File: src/hw/rtl/tnrx_pkg.sv
`timescale 1ns / 1ps
// Shared constants, types and the option reply table for the Telnet receive responder.
// No dependencies.
package tnrx_pkg;

   localparam logic [7:0] IAC_BYTE = 8'hFF;
   localparam logic [7:0] CMD_WILL = 8'hFB;
   localparam logic [7:0] CMD_WONT = 8'hFC;
   localparam logic [7:0] CMD_DO   = 8'hFD;
   localparam logic [7:0] CMD_DONT = 8'hFE;
   localparam logic [7:0] OPT_SGA  = 8'h03;
   localparam logic [7:0] OPT_ECHO = 8'h01;
   localparam logic [7:0] NO_REPLY = 8'h00;
   localparam logic [7:0] NUL_BYTE = 8'h00;

   localparam logic DEST_QUEUE  = 1'b0;
   localparam logic DEST_CLIENT = 1'b1;

   // Results of one input word: nothing, one byte to the queue, or a
   // three-word reply (IAC, lead, opt) to the client.
   typedef struct packed {
      logic       emit;
      logic       reply;
      logic [7:0] lead;
      logic [7:0] opt;
   } bundle_type;

   function automatic logic [7:0] reply_for(input logic [7:0] c, input logic [7:0] opt);
      logic [7:0] r;
      r = NO_REPLY;
      if (c == CMD_WILL && opt == OPT_SGA) begin
         r = CMD_DO;
      end else if (c == CMD_DO && (opt == OPT_SGA || opt == OPT_ECHO)) begin
         r = CMD_WILL;
      end else if (c == CMD_WONT) begin
         r = CMD_DONT;
      end else if (c == CMD_DONT) begin
         r = CMD_WILL;
      end
      return r;
   endfunction

endpackage

File: src/hw/rtl/telnet_rx_option_responder.sv
`timescale 1ns / 1ps
// Telnet receive-side IAC parser and option responder, top level.
// Depends on tnrx_pkg, tnrx_parser and tnrx_serializer.
//
// Usage:
//   req_* carries one word per received byte (req_cmd = 0) or a disconnect
//   event (req_cmd = 1). rsp_* carries the resulting words: rsp_dest = 0 for
//   the receive queue, 1 for a reply to the client; rsp_last marks the final
//   word caused by one input word.
//   A result word is registered and appears in the cycle after its input is accepted.
//   An option reply sends its three words one at a time from the single result
//   register. A new input is taken in the cycle the last pending result word
//   leaves, so while rsp_stall is low words follow back to back. Inputs that
//   give no result are taken every cycle while the result register is empty.
//   Reset returns the parser to the data phase, clears the NUL and pending
//   command state and empties the result register.
//   While rsp_stall is high the current result word holds, and req_stall
//   stays high as long as a result word is held in the register.
module telnet_rx_option_responder (
   input  logic       clock,
   input  logic       reset,
   input  logic       req_valid,
   output logic       req_stall,
   input  logic       req_cmd,
   input  logic [7:0] req_rx_byte,
   output logic       rsp_valid,
   input  logic       rsp_stall,
   output logic [7:0] rsp_out_byte,
   output logic       rsp_dest,
   output logic       rsp_last
);

   tnrx_pkg::bundle_type bundle;
   logic                 can_take;
   logic                 accept;

   assign req_stall = !can_take;
   assign accept    = req_valid && can_take;

   tnrx_parser u_parser (
      .clock   (clock),
      .reset   (reset),
      .accept  (accept),
      .cmd     (req_cmd),
      .rx_byte (req_rx_byte),
      .bundle  (bundle)
   );

   tnrx_serializer u_serializer (
      .clock        (clock),
      .reset        (reset),
      .load         (accept),
      .bundle       (bundle),
      .can_take     (can_take),
      .rsp_valid    (rsp_valid),
      .rsp_stall    (rsp_stall),
      .rsp_out_byte (rsp_out_byte),
      .rsp_dest     (rsp_dest),
      .rsp_last     (rsp_last)
   );

endmodule

File: src/hw/rtl/tnrx_parser.sv
`timescale 1ns / 1ps
// Telnet IAC parser: phase, pending command and NUL state, one word per cycle while accept is high.
// Depends on tnrx_pkg.
module tnrx_parser (
   input  logic                  clock,
   input  logic                  reset,
   input  logic                  accept,
   input  logic                  cmd,
   input  logic [7:0]            rx_byte,
   output tnrx_pkg::bundle_type  bundle
);

   typedef enum logic [1:0] {
      PH_DATA = 2'd0,
      PH_IAC  = 2'd1,
      PH_CMD  = 2'd2
   } phase_type;

   phase_type  phase_ff, phase_in;
   logic [7:0] pending_ff, pending_in;
   logic       null_seen_ff, null_seen_in;
   logic [7:0] reply_cmd;

   assign reply_cmd = tnrx_pkg::reply_for(pending_ff, rx_byte);

   always_comb begin
      phase_in     = phase_ff;
      pending_in   = pending_ff;
      null_seen_in = null_seen_ff;
      bundle       = '0;
      bundle.lead  = rx_byte;
      bundle.opt   = rx_byte;
      if (cmd) begin
         phase_in = PH_DATA;
      end else begin
         unique case (phase_ff)
            PH_IAC: begin
               if (rx_byte == tnrx_pkg::IAC_BYTE) begin
                  phase_in    = PH_DATA;
                  bundle.emit = 1'b1;
               end else begin
                  pending_in = rx_byte;
                  phase_in   = PH_CMD;
               end
            end
            PH_CMD: begin
               phase_in = PH_DATA;
               if (reply_cmd != tnrx_pkg::NO_REPLY) begin
                  bundle.emit  = 1'b1;
                  bundle.reply = 1'b1;
                  bundle.lead  = reply_cmd;
               end
            end
            default: begin
               phase_in = PH_DATA;
               if (rx_byte == tnrx_pkg::IAC_BYTE) begin
                  phase_in = PH_IAC;
               end else if (rx_byte != tnrx_pkg::NUL_BYTE || null_seen_ff) begin
                  null_seen_in = 1'b0;
                  bundle.emit  = 1'b1;
               end else begin
                  null_seen_in = 1'b1;
               end
            end
         endcase
      end
   end

   always_ff @(posedge clock) begin
      if (reset) begin
         phase_ff     <= PH_DATA;
         pending_ff   <= '0;
         null_seen_ff <= 1'b0;
      end else if (accept) begin
         phase_ff     <= phase_in;
         pending_ff   <= pending_in;
         null_seen_ff <= null_seen_in;
      end
   end

endmodule

File: src/hw/rtl/tnrx_serializer.sv
`timescale 1ns / 1ps
// Result register: holds one bundle and sends its one or three words out.
// Depends on tnrx_pkg.
module tnrx_serializer (
   input  logic                  clock,
   input  logic                  reset,
   input  logic                  load,
   input  tnrx_pkg::bundle_type  bundle,
   output logic                  can_take,
   output logic                  rsp_valid,
   input  logic                  rsp_stall,
   output logic [7:0]            rsp_out_byte,
   output logic                  rsp_dest,
   output logic                  rsp_last
);

   tnrx_pkg::bundle_type hold_ff, hold_in;
   logic [1:0]           idx_ff, idx_in;
   logic                 busy_ff, busy_in;
   logic                 fire;

   assign rsp_valid = busy_ff;
   assign fire      = busy_ff && !rsp_stall;
   assign rsp_last  = !hold_ff.reply || idx_ff == 2'd2;
   assign rsp_dest  = hold_ff.reply ? tnrx_pkg::DEST_CLIENT : tnrx_pkg::DEST_QUEUE;
   assign can_take  = !busy_ff || (fire && rsp_last);

   always_comb begin
      if (!hold_ff.reply) begin
         rsp_out_byte = hold_ff.lead;
      end else begin
         unique case (idx_ff)
            2'd0:    rsp_out_byte = tnrx_pkg::IAC_BYTE;
            2'd1:    rsp_out_byte = hold_ff.lead;
            default: rsp_out_byte = hold_ff.opt;
         endcase
      end
   end

   always_comb begin
      hold_in = hold_ff;
      idx_in  = idx_ff;
      busy_in = busy_ff;
      if (load && bundle.emit) begin
         hold_in = bundle;
         idx_in  = 2'd0;
         busy_in = 1'b1;
      end else if (fire && rsp_last) begin
         busy_in = 1'b0;
      end else if (fire) begin
         idx_in = idx_ff + 2'd1;
      end
   end

   always_ff @(posedge clock) begin
      if (reset) begin
         busy_ff <= 1'b0;
         idx_ff  <= '0;
      end else begin
         busy_ff <= busy_in;
         idx_ff  <= idx_in;
      end
      hold_ff <= hold_in;
   end

endmodule

File: config.mk
export PLATFORM = sky130hd
export DESIGN_NAME = telnet_rx_option_responder
export DESIGN_NICKNAME = d
export VERILOG_FILES = /design/src/hw/rtl/tnrx_pkg.sv /design/src/hw/rtl/telnet_rx_option_responder.sv /design/src/hw/rtl/tnrx_parser.sv /design/src/hw/rtl/tnrx_serializer.sv
export SDC_FILE = /design/constraint.sdc
export NUM_CORES = 1
export LEC_CHECK = 0
export BUFFER_PORTS_ARGS = -buffer_cell sky130_fd_sc_hd__buf_2
export CAP_MARGIN = 10
export CORE_MARGIN = 3
export CORE_UTILIZATION = 25
export CTS_CLUSTER_DIAMETER = 100
export DETAILED_ROUTE_END_ITERATION = 12
export HOLD_SLACK_MARGIN = 0.05
export SLEW_MARGIN = 0
export SYNTH_ARGS = -nofsm -noshare
export SYNTH_HDL_FRONTEND = slang
export SYNTH_SLANG_ARGS = --single-unit
File: constraint.sdc
create_clock -name clock -period 3.3 [get_ports clock]
set_input_delay 0.66 -clock clock [delete_from_list [all_inputs] [get_ports clock]]
set_output_delay 0.66 -clock clock [all_outputs]
set_load 0.02 [all_outputs]
==> reports/metrics.csv <==
metric,value,unit
syn_nets,176,
max_slew_margin,59.87,%
via_per_inst,4.488,
dr_total_vias,1167,
syn_area_per_cell,9.970,sq um
cts_resized,0,
rsz0062_at_grt,no,
cp_data_arrival_time,1800,ps
antennaDiodeCount,0,
antenna_found_initial,0,
cts_buffers,5,
setup_viol,0,
drive_gt1_share,24.86,%
area_growth,19.14,%
tightest_slew,600.1,ps
synth_top_area_share,32.41,%
post-route-min-period,2465,ps
dr.max_layer_used,met4,
die_height,85.38,um
met2_length,1386,um
grt_pass1_vias,1131,
synth_cells,158,
dp_hpwl,2315,um
nets,202,
startpoint_type,register,
initial_core_util,26.14,%
synth_cell_types,37,
cts_tree,built,
grt_overflow,0,
grt_start_max_net_pins,20,
fin_skew,5.862,ps
drt-total-wl,2958,um
grt_usage,8.630,%
route.detailed.drc,0,
r2r-start,u_serializer.hold_ff[16]$_SDFFCE_PP0P_,
core,6026,sq um
setup_slack,835.0,ps
cellLeakagePower,0.0007821,uW
synthArstFlopShare,0,%
pre_cts_ws,975.2,ps
drv_slew,0,
status,finished clean,
cts-root-buf,clkbuf_8,
route.met3.wl,138,um
cts_hold_buf,0,
fmax,405.7,MHz
synth_edf_count,17,
dieWidth,85.38,um
dieArea,7290,sq um
ys_seq_area_share,50.20,%
synthesis.area,1575,sq um
grt_pass1_wl,5112,um
drt_iter0_markers,34,
cp-end-kind,primary output,
cts_sinks,31,
synthFlopType,edfxtp_1,
clk_latency,280,ps
path_clk_slew,70,ps
drt-met1-wl,1378,um
cts_htree_levels,2,
crit_start,u_serializer.idx_ff[1]$_SDFFE_PP0P_,
r2r_slack,1300,ps
io_buffers,24,
placed_area,1769,sq um
critical_path_class,register to primary output,
tns,0,ps
min_period_over_period,74.70,%
drtPass1Iterations,4,
reg2reg_to,u_parser.pending_ff[4]$_SDFFE_PP0P_,
place_congestion,0.8054,
netlist_top_cells_area,"edfxtp_1, dfxtp_1, mux2i_1",
hold_depth,2,
wl_per_cell,11.38,um
required,2640,ps
reg2reg_depth,5,
clockBufferDepth,2,
peakVddDrop,0.0002383,V
maxCapViolations,0,
pin_count,25,
ys_warn_count,0,
yosysTopAreaCell,edfxtp_1,
stdcell_area,1877,sq um
row_count,28,
power_density,445.7,nW/um^2
total_power,836.5,uW
post-route-util,31.15,%
min-delay-path-class,register to register,
ant_nets,0,
setup.worst_path.end,rsp_out_byte[7],
cts_setup_buffers,0,
hold_violations,0,
crit_path_max_fanout,9,
ys_ff_latch,31,
==> registers in the layout, indices dropped and copies added, names as in the netlist <==
register / cells
u_parser.pending_ff: 8
u_serializer.idx_ff: 2
u_parser.phase_ff: 2
u_parser.null_seen_ff: 1
u_serializer.rsp_valid: 1
u_serializer.hold_ff: 17
==> final cells by class <==
type	instances	area, sq um
tap	75	93.84
timing repair buffer	25	127.6
sequential	31	790.8
fill	647	4149
multi-input combinational	103	689.4
clock inverter	3	38.79
clock buffer	5	68.82
inverter	18	67.56
==> worst max-delay path: stages (launching register included) <==
cell and delay, ps:
dfxtp_1 310, inv_1 90, ha_1 330, nand2b_1 310
nor2_1 70, a21oi_1 120, o22a_1 150, buf_2 160
==> cell families after synthesis <==
group           share of synthesized area (%)
fa+ha+maj                               3.971
flops                                   50.20
xor+xnor                               0.5561
mux                                     7.069
buf+inv                                 6.036
compound gates                          13.50
simple gates                            18.67
==> cells in the final DEF (no fill, tap or decap), drive strengths merged, types with 2 or more instances in the layout <==
master	Yosys	routed
nand2	7	7
ha	5	5
nor2b	2	2
nor3	5	5
mux2i	10	10
clkbuf	3	5
inv	18	18
buf	3	25
clkinv	0	2
o22a	8	8
nor2	22	22
nand3	3	3
and3	2	2
edfxtp	17	17
nor3b	2	2
nand4	4	4
a21oi	11	11
dfxtp	14	14
or2	6	6
==> per-layer routing <==
metal  global-route usage (%)  vias up
li1                         -      603
met2                    14.48       23
met5                        0        -
met1                    9.976      535
met3                    2.816        6
met4                    3.885        0
==> report_power, final <==
part	switching [uW]	leakage [uW]	internal (uW)
Combinational	35.9	0.000453	22.7
Clock	135	0.0000556	221
Sequential	4.18	0.000273	419
==> cells in the mapped netlist, types with 2 or more instances <==
cell	number
nor2_1	22
or2_2	6
nor2b_1	2
mux2i_1	10
clkbuf_1	3
ha_1	5
nand2_1	7
nand4_1	4
inv_1	18
and3_2	2
nand3_1	3
a21oi_1	11
o22a_1	8
nor3_1	5
edfxtp_1	17
dfxtp_1	14
==> worst min-delay path by stage <==
stage | startpoint | end | slack, ps
6_report | u_parser.phase_ff[1]$_SDFFE_PP0P_ | u_parser.phase_ff[1]$_SDFFE_PP0P_ | 490
5_1_grt | u_parser.phase_ff[1]$_SDFFE_PP0P_ | u_parser.phase_ff[1]$_SDFFE_PP0P_ | 520
4_1_cts | u_parser.phase_ff[1]$_SDFFE_PP0P_ | u_parser.phase_ff[1]$_SDFFE_PP0P_ | 490
3_5_place_dp | u_parser.phase_ff[1]$_SDFFE_PP0P_ | u_parser.phase_ff[1]$_SDFFE_PP0P_ | 480
3_3_place_gp | u_parser.phase_ff[1]$_SDFFE_PP0P_ | u_parser.phase_ff[1]$_SDFFE_PP0P_ | 470
2_1_floorplan | u_parser.phase_ff[1]$_SDFFE_PP0P_ | u_parser.phase_ff[1]$_SDFFE_PP0P_ | 450
==> per-stage QoR <==
stage	hold slack (ps)	std cells
4_1_cts	491.5	260
3_3_place_gp	471.3	252
3_5_place_dp	482.9	252
5_1_grt	515.7	260
6_report	490.0	260
2_1_floorplan	447.0	158
Power figures use the tool's default switching activity.
